<file path="src/rtl/ppta_pkg.sv">
`timescale 1ns / 1ps

package ppta_pkg;

	// Fixed field widths
	localparam int FIELD_W = 16;
	localparam int ACC_W   = 40;
	localparam int AREA_W  = 38;
	localparam int LCNT_W  = 13;
	localparam logic [LCNT_W-1:0] LCNT_MAX = 13'd8191;

	// Answer kinds
	localparam logic KIND_LOAD  = 1'b0;
	localparam logic KIND_QUERY = 1'b1;

	// Request op codes
	localparam logic OP_LOAD  = 1'b0;
	localparam logic OP_QUERY = 1'b1;

	// Status codes
	localparam logic [1:0] ST_OK       = 2'd0;
	localparam logic [1:0] ST_TOO_FEW  = 2'd1;
	localparam logic [1:0] ST_TOO_MANY = 2'd2;
	localparam logic [1:0] ST_NO_POLY  = 2'd3;

	typedef enum logic [3:0] {
		S_IDLE,
		S_EMIT,
		L_M1,
		L_M2,
		L_M3,
		L_M4,
		L_M5,
		L_ABS,
		Q_START,
		Q_PRIME,
		Q_DIFF,
		Q_MUL_L,
		Q_MUL_R,
		Q_END
	} state_t;

endpackage

</file>
<file path="src/rtl/polygon_point_test_and_area_top.sv">
`timescale 1ns / 1ps

// Polygon point-in-polygon test and area.
// Request channel (req_valid/req_stall): op = load selects one polygon vertex
// (point_x, point_y), with last marking the closing vertex; op = query asks
// whether point (point_x, point_y) lies inside by ray-crossing parity.
// Response channel (rsp_valid/rsp_stall): one response per closing load
// (status, twice the absolute area) and one per query (status, inside flag).
// A non-closing load gives no response.
// A load that adds a shoelace term, and a successful close, pass through the
// multiply states; a rejected close or a query with no polygon goes straight
// to the response, and a query walks every edge of the polygon. The response
// is handed off through an output register.
// The single shared multiplier serves all of these: each edge needs two
// products, and each shoelace term two more.
// req_stall is high while a request is being worked on. The response sits in
// an output register; while rsp_stall holds it, a finished result waits in
// the sequencer and no new request is taken.
// Reset clears the polygon (queries answer no polygon) and any load in
// progress; the vertex table itself is not cleared.
module polygon_point_test_and_area_top
	import ppta_pkg::*;
#(
	parameter int MAX_VERTICES = 64,
	parameter int COORD_BITS   = 16
) (
	input  logic               clk,
	input  logic               arst_n,
	input  logic               req_valid,
	output logic               req_stall,
	input  logic               op,
	input  logic [FIELD_W-1:0] point_x,
	input  logic [FIELD_W-1:0] point_y,
	input  logic               last,
	output logic               rsp_valid,
	input  logic               rsp_stall,
	output logic               answer_kind,
	output logic [1:0]         status,
	output logic               inside_res,
	output logic [AREA_W-1:0]  double_area
);

	// Effective coordinate width: input bits above it are ignored
	localparam int CW   = (COORD_BITS < FIELD_W) ? COORD_BITS : FIELD_W;
	localparam int DW   = CW + 1;          // edge differences
	localparam int PW   = 2 * DW;          // multiplier product
	localparam int AW   = $clog2(MAX_VERTICES);
	localparam int CNTW = $clog2(MAX_VERTICES + 1);
	localparam logic [LCNT_W-1:0] MAXV = LCNT_W'(MAX_VERTICES);

	state_t state_q, state_d;

	// Control state
	logic [CNTW-1:0]   vcount_q;
	logic [LCNT_W-1:0] lcnt_q;
	logic              ovf_q;
	logic              pvalid_q;
	logic              close_q;
	logic              cmp_pend_q;
	logic [AW-1:0]     idx_q;
	logic [ACC_W-1:0]  acc_q;
	logic              out_valid_q;

	// Payload
	logic signed [CW-1:0] cx_q, cy_q;   // current vertex or query point
	logic signed [CW-1:0] lx_q, ly_q;   // previously loaded vertex
	logic signed [CW-1:0] fx_q, fy_q;   // first vertex of the load
	logic signed [CW-1:0] bx_q, by_q;   // trailing edge end in a query
	logic signed [DW-1:0] dy_q, dxp_q, dxe_q, dyp_q;
	logic                 strad_q, dypos_q;
	logic signed [PW-1:0] prod_q, lhs_q;
	logic [2*CW-1:0]      rd_q;
	logic [2*CW-1:0]      vtx_mem [MAX_VERTICES];

	logic              res_kind_q;
	logic [1:0]        res_status_q;
	logic              inside_q;
	logic [AREA_W-1:0] res_area_q;

	logic              out_kind_q;
	logic [1:0]        out_status_q;
	logic              out_inside_q;
	logic [AREA_W-1:0] out_area_q;

	// Request decode
	logic                 req_acc;
	logic signed [CW-1:0] in_x, in_y;
	logic                 k_zero, k_in, err_many, err_few, need_cross;
	logic [LCNT_W-1:0]    k_next;

	assign req_acc    = req_valid && !req_stall;
	assign in_x       = $signed(point_x[CW-1:0]);
	assign in_y       = $signed(point_y[CW-1:0]);
	assign k_zero     = (lcnt_q == '0);
	assign k_in       = (lcnt_q < MAXV);
	assign k_next     = (lcnt_q < LCNT_MAX) ? lcnt_q + 1'b1 : lcnt_q;
	assign err_many   = ovf_q || !k_in;
	assign err_few    = (lcnt_q < LCNT_W'(2));
	assign need_cross = !k_zero && k_in;

	// Last edge index of the held polygon
	logic [CNTW-1:0] nm1;
	logic [AW-1:0]   last_idx;
	assign nm1      = vcount_q - CNTW'(1);
	assign last_idx = nm1[AW-1:0];

	// Query edge: a = vertex read now, b = trailing vertex
	logic signed [CW-1:0] ax, ay;
	logic signed [DW-1:0] dy_c, dxp_c, dxe_c, dyp_c;
	logic                 strad_c, cross_c;
	assign ax      = $signed(rd_q[CW-1:0]);
	assign ay      = $signed(rd_q[2*CW-1:CW]);
	assign dy_c    = DW'(by_q) - DW'(ay);
	assign dxp_c   = DW'(cx_q) - DW'(ax);
	assign dxe_c   = DW'(bx_q) - DW'(ax);
	assign dyp_c   = DW'(cy_q) - DW'(ay);
	assign strad_c = (ay > cy_q) != (by_q > cy_q);
	assign cross_c = strad_q && (dypos_q ? (lhs_q < prod_q) : (lhs_q > prod_q));

	// Shared multiplier
	logic signed [DW-1:0] mul_a, mul_b;
	logic signed [PW-1:0] prod_c;
	assign prod_c = mul_a * mul_b;

	logic [ACC_W-1:0] prod_ext;
	assign prod_ext = {{(ACC_W-PW){prod_q[PW-1]}}, prod_q};

	logic [ACC_W-1:0] mag;
	assign mag = acc_q[ACC_W-1] ? (~acc_q + 1'b1) : acc_q;

	logic can_emit;
	assign can_emit = !out_valid_q || !rsp_stall;

	// Sequencer outputs
	logic          mem_we, mem_re;
	logic [AW-1:0] mem_ra;

	always_comb begin
		req_stall = 1'b1;
		mem_we    = 1'b0;
		mem_re    = 1'b0;
		mem_ra    = idx_q;
		mul_a     = '0;
		mul_b     = '0;
		unique case (state_q)
			S_IDLE: begin
				req_stall = 1'b0;
				mem_we    = req_valid && (op == OP_LOAD) && k_in;
			end
			L_M1: begin
				mul_a = DW'(lx_q);
				mul_b = DW'(cy_q);
			end
			L_M2: begin
				mul_a = DW'(cx_q);
				mul_b = DW'(ly_q);
			end
			L_M3: begin
				mul_a = DW'(cx_q);
				mul_b = DW'(fy_q);
			end
			L_M4: begin
				mul_a = DW'(fx_q);
				mul_b = DW'(cy_q);
			end
			Q_START: begin
				mem_re = 1'b1;
				mem_ra = last_idx;
			end
			Q_PRIME: begin
				mem_re = 1'b1;
				mem_ra = '0;
			end
			Q_MUL_L: begin
				mul_a = dxp_q;
				mul_b = dy_q;
			end
			Q_MUL_R: begin
				mul_a  = dxe_q;
				mul_b  = dyp_q;
				mem_re = (idx_q != last_idx);
				mem_ra = idx_q + 1'b1;
			end
			default: ;
		endcase
	end

	always_comb begin
		state_d = state_q;
		unique case (state_q)
			S_IDLE: begin
				if (req_valid) begin
					if (op == OP_QUERY) begin
						state_d = pvalid_q ? Q_START : S_EMIT;
					end else if (last) begin
						state_d = (err_many || err_few) ? S_EMIT : L_M1;
					end else begin
						state_d = need_cross ? L_M1 : S_IDLE;
					end
				end
			end
			S_EMIT:  state_d = can_emit ? S_IDLE : S_EMIT;
			L_M1:    state_d = L_M2;
			L_M2:    state_d = L_M3;
			L_M3:    state_d = close_q ? L_M4 : S_IDLE;
			L_M4:    state_d = L_M5;
			L_M5:    state_d = L_ABS;
			L_ABS:   state_d = S_EMIT;
			Q_START: state_d = Q_PRIME;
			Q_PRIME: state_d = Q_DIFF;
			Q_DIFF:  state_d = Q_MUL_L;
			Q_MUL_L: state_d = Q_MUL_R;
			Q_MUL_R: state_d = (idx_q == last_idx) ? Q_END : Q_DIFF;
			Q_END:   state_d = S_EMIT;
			default: state_d = S_IDLE;
		endcase
	end

	// Control registers
	always_ff @(posedge clk or negedge arst_n) begin
		if (!arst_n) begin
			state_q     <= S_IDLE;
			vcount_q    <= '0;
			lcnt_q      <= '0;
			ovf_q       <= 1'b0;
			pvalid_q    <= 1'b0;
			close_q     <= 1'b0;
			cmp_pend_q  <= 1'b0;
			idx_q       <= '0;
			acc_q       <= '0;
			out_valid_q <= 1'b0;
		end else begin
			state_q <= state_d;
			// a new response may replace the one taken at this edge
			if ((state_q == S_EMIT) && can_emit) begin
				out_valid_q <= 1'b1;
			end else if (!rsp_stall) begin
				out_valid_q <= 1'b0;
			end
			unique case (state_q)
				S_IDLE: begin
					if (req_acc && (op == OP_LOAD)) begin
						if (k_zero) begin
							acc_q <= '0;
						end
						if (last) begin
							lcnt_q   <= '0;
							ovf_q    <= 1'b0;
							pvalid_q <= !(err_many || err_few);
							close_q  <= !(err_many || err_few);
							if (!(err_many || err_few)) begin
								vcount_q <= k_next[CNTW-1:0];
							end
						end else begin
							lcnt_q  <= k_next;
							ovf_q   <= err_many;
							close_q <= 1'b0;
							if (k_zero) begin
								pvalid_q <= 1'b0;
							end
						end
					end
				end
				L_M2:  acc_q <= acc_q + prod_ext;
				L_M3:  acc_q <= acc_q - prod_ext;
				L_M4:  acc_q <= acc_q + prod_ext;
				L_M5:  acc_q <= acc_q - prod_ext;
				L_ABS: acc_q <= '0;
				Q_START: begin
					idx_q      <= '0;
					cmp_pend_q <= 1'b0;
				end
				Q_MUL_R: begin
					cmp_pend_q <= 1'b1;
					if (idx_q != last_idx) begin
						idx_q <= idx_q + 1'b1;
					end
				end
				default: ;
			endcase
		end
	end

	// Payload registers
	always_ff @(posedge clk) begin
		prod_q <= prod_c;
		unique case (state_q)
			S_IDLE: begin
				if (req_acc) begin
					cx_q       <= in_x;
					cy_q       <= in_y;
					res_kind_q <= (op == OP_QUERY) ? KIND_QUERY : KIND_LOAD;
					inside_q   <= 1'b0;
					res_area_q <= '0;
					if (op == OP_QUERY) begin
						res_status_q <= pvalid_q ? ST_OK : ST_NO_POLY;
					end else begin
						if (err_many) begin
							res_status_q <= ST_TOO_MANY;
						end else if (err_few) begin
							res_status_q <= ST_TOO_FEW;
						end else begin
							res_status_q <= ST_OK;
						end
						if (k_zero) begin
							fx_q <= in_x;
							fy_q <= in_y;
							lx_q <= in_x;
							ly_q <= in_y;
						end
					end
				end
			end
			S_EMIT: begin
				if (can_emit) begin
					out_kind_q   <= res_kind_q;
					out_status_q <= res_status_q;
					out_inside_q <= inside_q;
					out_area_q   <= res_area_q;
				end
			end
			L_M3: begin
				lx_q <= cx_q;
				ly_q <= cy_q;
			end
			L_ABS: res_area_q <= mag[AREA_W-1:0];
			Q_PRIME: begin
				bx_q <= $signed(rd_q[CW-1:0]);
				by_q <= $signed(rd_q[2*CW-1:CW]);
			end
			Q_DIFF: begin
				// finish the previous edge while setting up this one
				if (cmp_pend_q && cross_c) begin
					inside_q <= !inside_q;
				end
				dy_q    <= dy_c;
				dxp_q   <= dxp_c;
				dxe_q   <= dxe_c;
				dyp_q   <= dyp_c;
				strad_q <= strad_c;
				dypos_q <= (by_q > ay);
				bx_q    <= ax;
				by_q    <= ay;
			end
			Q_MUL_R: lhs_q <= prod_q;
			Q_END: begin
				if (cross_c) begin
					inside_q <= !inside_q;
				end
			end
			default: ;
		endcase
	end

	// Vertex table: {y, x}
	always_ff @(posedge clk) begin
		if (mem_we) begin
			vtx_mem[lcnt_q[AW-1:0]] <= {in_y, in_x};
		end
		if (mem_re) begin
			rd_q <= vtx_mem[mem_ra];
		end
	end

	assign rsp_valid   = out_valid_q;
	assign answer_kind = out_kind_q;
	assign status      = out_status_q;
	assign inside_res  = out_inside_q;
	assign double_area = out_area_q;

endmodule
</file>
<file path="config.mk">
export PLATFORM = sky130hd
export DESIGN_NAME = polygon_point_test_and_area_top
export DESIGN_NICKNAME = d
export VERILOG_FILES = /design/src/rtl/ppta_pkg.sv /design/src/rtl/polygon_point_test_and_area_top.sv
export SDC_FILE = /design/constraint.sdc
export NUM_CORES = 2
export LEC_CHECK = 0
export ABC_AREA = 1
export ABC_CLOCK_PERIOD_IN_PS = 9400
export CAP_MARGIN = 20
export CORE_AREA = 2 2 639 641
export CTS_CLUSTER_DIAMETER = 80
export CTS_CLUSTER_SIZE = 40
export DETAILED_ROUTE_END_ITERATION = 10
export DIE_AREA = 0 0 641 643
export DONT_BUFFER_PORTS = 1
export MAX_ROUTING_LAYER = met4
export SLEW_MARGIN = 30
export SYNTH_ARGS = -nofsm -noshare
export SYNTH_HDL_FRONTEND = slang
export SYNTH_SLANG_ARGS = --single-unit
</file>
<file path="constraint.sdc">
create_clock -name clk -period 9.4 [get_ports clk]
set_input_delay 0.94 -clock clk [delete_from_list [all_inputs] [get_ports clk]]
set_output_delay 0.94 -clock clk [all_outputs]
set_load 0.01 [all_outputs]
</file>
**Word-level counts from Yosys, hierarchy flattened**

Memories as Yosys holds them, arrays and structs flattened. A register that Yosys moved wholly into a read port is not among the register bits.
Cells that the tools add are included.

- Register bits after elaboration: 424
- RAM bits: 2,048
- Bits of input ports: 38
- Word-level logic and storage cells: 181
- Memories: 1

Memory list:

| memory | depth | bits a word | rd ports | clocked after memory_dff | write ports | RTL line | RTL |
|---|---|---|---|---|---|---|---|
| vtx_mem | 64 | 32 | 1 | 1 | 1 | polygon_point_test_and_area_top.sv:73 | `logic [2*CW-1:0] vtx_mem [MAX_VERTICES];` |

- Add/subtract/negate cells: 10
- Multiply operators: 1
- Order comparisons: 8
- Equal/unequal tests: 25
- Multiplexer cells: 53
- Bitwise gates (word level): 3
- Reductions and logical operators: 45

Operators by type and width:

| operator | number |
|---|---|
| $pmux 17 s5 | 2 |
| $pmux 40 s4 | 1 |
| $mux 16 | 6 |
| $mux 40 | 2 |
| $mux 38 | 2 |
| $pmux 38 s2 | 1 |
| $sub 16x16->17 | 4 |
| $pmux 16 s2 | 2 |
| $pmux 4 s13 | 1 |
| $gt 16x16->1 | 3 |
| $add 40x40->40 | 1 |
| $sub 40x40->40 | 1 |
| $add 38x1->38 const B | 1 |
| $not 38->38 | 1 |
| $gt 34x34->1 | 1 |
| $lt 34x34->1 | 1 |
| $mul 17x17->34 | 1 |
| $mux 13 | 2 |
| $eq 4x4->1 const B | 6 |
| $pmux 6 s3 | 1 |
| $mux 1 | 17 |
| $eq 4x3->1 const B | 4 |
| $reduce_and 4->1 | 4 |
| $ne 2x2->1 const B | 7 |
| 31 further kinds | 73 |

**Depth between registers and ports, before layout**

- Word-level depth: 9
- Depth in mapped cells: 36

**Least setup slack after synthesis**

Ideal clock, no wire load.

- Path kind: register to register
- Start: reg state_q[0]
- End: reg prod_q[32]
- Setup time: 112 ps
- Arrival time: 7,421 ps
- Data required time: 9,288 ps
- Setup slack: 1,867 ps
- Stages on the path, launching flop included: 30
- Period minus slack after synthesis: 7,533 ps
- Cells stage by stage: dfrtp_1 inv_1 nand2_2 nor2_4 buf_2 buf_1 a221oi_1 o21ai_1 buf_2 nand2_1 fa_1 inv_1 fa_1 inv_1 fa_1 inv_1 fa_1 inv_1 fa_1 inv_1 fa_1 ha_1 inv_1 nor3_1 inv_1 nor2_1 a2111oi_0 nand2_1 nand2_1 nand2_1

- Longest elaborated chain between the ends: 4
- Elaborated cells on any way between the ends: 11
- Those cells by class: mul (1); eq/ne (6); mux (2); reduce/logical (2)

Ends and longest elaborated chain:

| item | RTL line | RTL |
|---|---|---|
| start: declaration | polygon_point_test_and_area_top.sv:51 | `state_t state_q, state_d;` |
| start signal: assignment | polygon_point_test_and_area_top.sv:233 | `state_q <= state_d;` |
| $eq 4x3->1 or $eq 4x2->1 (tied branches) | polygon_point_test_and_area_top.sv:145 | `unique case (state_q)` |
| $reduce_or 2->1 (no source line) | - |  |
| $pmux 17 s5 | polygon_point_test_and_area_top.sv:145 |  |
| $mul 17x17->34 (*) | polygon_point_test_and_area_top.sv:123 | `assign prod_c = mul_a * mul_b;` |
| named net prod_c[32] | polygon_point_test_and_area_top.sv:122 | `logic signed [PW-1:0] prod_c;` |
| end signal: assignment | polygon_point_test_and_area_top.sv:286 | `prod_q <= prod_c;` |
| end: declaration | polygon_point_test_and_area_top.sv:71 | `logic signed [PW-1:0] prod_q, lhs_q;` |

Mark *: on every way through the listed nets, which the timed path passes. The rest lies on a longest branch.
A chain may end at the register's enable or synchronous reset.

**Worst setup path in the final report**

- Start: reg state_q[2]
- End: reg prod_q[32]

The elaborated chain is that of the path after synthesis.

==> reports/qor.yml <==
cts.sinks: 2504
rsz0062_at_grt: "false"
synth_edf_count: 2396
fin_skew_ns: 0.1332
cts_buffers: 97
ant_nets: 0
p_comb_frac: 0.444
synth_ff_type: "edfxtp_1"
layout_common_cells: "2,396 x edfxtp_1, 2,084 x nand2_1, 1,934 x inv_1"
critPathRequiredTime_ns: 10.02
synthTopCellsByArea: "edfxtp_1 59%, nand2_1 6.5%, inv_1 6.0%, o211ai_1 5.2%, nand3_1 5.1%"
start_util: 0.2988
synth_seq_cells: 2504
drt_wl_total_mm: 333.0
htreeDepth: 3
dp_hpwl_mm: 198.6
die-area_mm2: 0.4122
clock_latency_ns: 0.85
cts_tree: "done"
p_leak_nw: 52.48
chipHeight_um: 643
die_x_um: 641
grt_pass1_wl_mm: 491.8
grt_usage: 0.1623
dpl_cell_area_mm2: 0.1274
ir_worst_vdd_mv: 0.2854
hold_ws_ns: 0.1913
end_kind: "flop"
antenna_found_initial: 11
seqPwrFrac: 0.382
finalHoldViolCount: 0
final_nets: 11296
synth_top_area_share: 0.5942
syn_nets: 11555
r2r_slack_ns: 1.57
final_common_cell: "edfxtp_1"
cp_max_fo: 17
yosysTopAreaCell: "edfxtp_1"
outcome: "finished clean"
setup_viol: 0
cts_resized: 0
ys_seq_area_frac: 0.6151
wl_per_cell_um: 20.52
final_util: 0.3239
p_switching_mw: 15.57
portBuffers: 0
num_rows: 234
vias_per_cell: 4.823
power_density_mw_per_mm2: 268.4
pre_cts_ws_ns: 1.655
hold_path_class: "input pin to flop"
grt_max_degree: 218
dr.pass1.iters: 6
cp-start-kind: "flop"
p_int_mw: 19.65
cts_buffer_depth: 3
finalCritPeriodShare: 0.8325
clkPwrFrac: 0.174
syn-mean-instance-area_um2: 11.04
timing.final.ws_setup_ns: 1.574
period_needed_ns: 7.826
netlist_area_mm2: 0.1211
tightest_slew_ns: 1.052
yosysWarningCount: 0
synthCells: 10970
grt_pass1_vias: 74163
slew_viol_final: 0
grt_overflow_total: 0
setup-tns-final_ns: 0
dr.first_iter.drc_count: 8809
io_pins: 82
relSlewSlack: 0.2986
synth_cell_types: 60
drive_gt1_frac: 0.04326
core_area_mm2: 0.4052
max-cap-violations: 0
async_flop_share: 0.02955
max_clock_freq_mhz: 127.8
area_growth_pct: 8.382
p_sw_frac: 0.4421
num_vias: 78255
stdcell_area_mm2: 0.1312
gp_congestion: 0.8921
arrival_ns: 8.45
critPathKind: "flop to flop"
cts_root_buf: "clkbuf_16"
post-route-drc-count: 0
postCtsSetupBuffers: 0
clk_pin_slew_ns: 0.13
-- cell families (layout without fill, tap and decap cells) --
| logic type | count (synthesis) | count (layout) | share of synthesized area |
|---|---|---|---|
| and+or+nand+nor | 3838 | 3838 | 0.1360 |
| DFF | 2504 | 2504 | 0.6151 |
| buffers and inverters | 2467 | 2291 | 0.08131 |
| AOI/OAI and AO/OA | 1471 | 1471 | 0.08203 |
| adders and majority gates | 547 | 547 | 0.07519 |
| xor gates and xnor gates | 143 | 143 | 0.01034 |
| other | 0 | 4 | 0 |
-- path summary, 6_finish.rpt --
check,from,cells past startpoint,end
setup / recovery,state_q[2],25,prod_q[32]
hold / removal,point_y[5],0,vtx_mem[34][21]
setup reg to reg,state_q[2],25,prod_q[32]
hold reg to reg,prod_q[31],0,lhs_q[31]
max in group asynchronous,arst_n,2,idx_q[2]
min in group asynchronous,arst_n,2,rsp_valid
-- critical path: stages, from the launching register on --
cell and delay, ns:
dfrtp_1 0.43, nor2_1 0.15, inv_1 0.11, nor2_1 0.42
nor2_4 0.22, o211ai_1 0.26, a221o_1 0.62, nand2_1 0.21
fa_1 0.57, inv_1 0.13, fa_1 0.87, fa_1 0.53
fa_1 0.51, fa_1 0.49, inv_1 0.05, fa_1 0.47
inv_1 0.04, ha_1 0.34, a21oi_1 0.18, inv_1 0.08
a21oi_1 0.19, nor2_1 0.06, a2111oi_0 0.47, nand2_1 0.11
nand2_1 0.07, nand2_1 0.05
-- cells in the mapped netlist (25+ instances only) --
cell and n:
edfxtp_1 2396, nand2_1 2086, inv_1 1940, nand3_1 1235
o211ai_1 839, buf_2 330, nor2_1 322, fa_1 301
ha_1 246, o21ai_0 221, a21oi_1 219, clkbuf_1 121
xor2_1 110, dfrtp_1 74, nor3_1 53, nand3b_1 35
buf_1 34, dfxtp_1 34, xnor2_1 33, or2_1 32
nand4_1 29, buf_4 25, o22ai_1 25
-- power by group through the flow --
stage	sequential, mW	combinational (mW)	clock (mW)
floorplan	13.5	10.5	0
global placement	13.7	15.4	0
detailed placement	13.7	15.5	0
CTS	13.4	15.6	6.25
global route	13.5	17.2	6.60
finish	13.4	15.7	6.13
-- registers in the layout (all words and copies together), names as in the netlist, 17 cells and up --
register / count
vtx_mem: 2048
acc_q: 40
double_area: 38
res_area_q: 38
lhs_q: 34
prod_q: 34
rd_q: 32
dxe_q: 17
dxp_q: 17
dy_q: 17
dyp_q: 17
-- metal layers --
layer | up-vias | GRT usage | routed length, µm
li1 | 36813 | - | -
met1 | 38481 | 0.2190 | 145300
met2 | 2607 | 0.2566 | 153700
met3 | 354 | 0.01776 | 22380
met4 | 0 | 0.05008 | 11630
met5 | - | - | 0
-- cell type report --
cell class                 instances  area (µm²)
fill                           40583      274000
clock inverter                    81        1294
inverter                        1947        7336
antenna                            4       10.01
tap                             5428        6792
sequential                      2504       74480
clock buffer                     101        2464
multi-input combinational       5999       37410
timing repair buffer             162        1446
-- stage by stage --
stage / cells / power (mW)
3_5_place_dp: 16037 / 29.20
2_1_floorplan: 10970 / 24.03
6_report: 16226 / 35.22
4_1_cts: 16221 / 35.25
5_1_grt: 16223 / 37.27
3_3_place_gp: 16036 / 29.06
-- repair_timing --
item	in CTS	in global routing
endpoints found under the setup margin	0	0
endpoints found under the hold margin	74	0
hold buffers	2	0
Note: power is estimated with default switching activity, not from simulation.
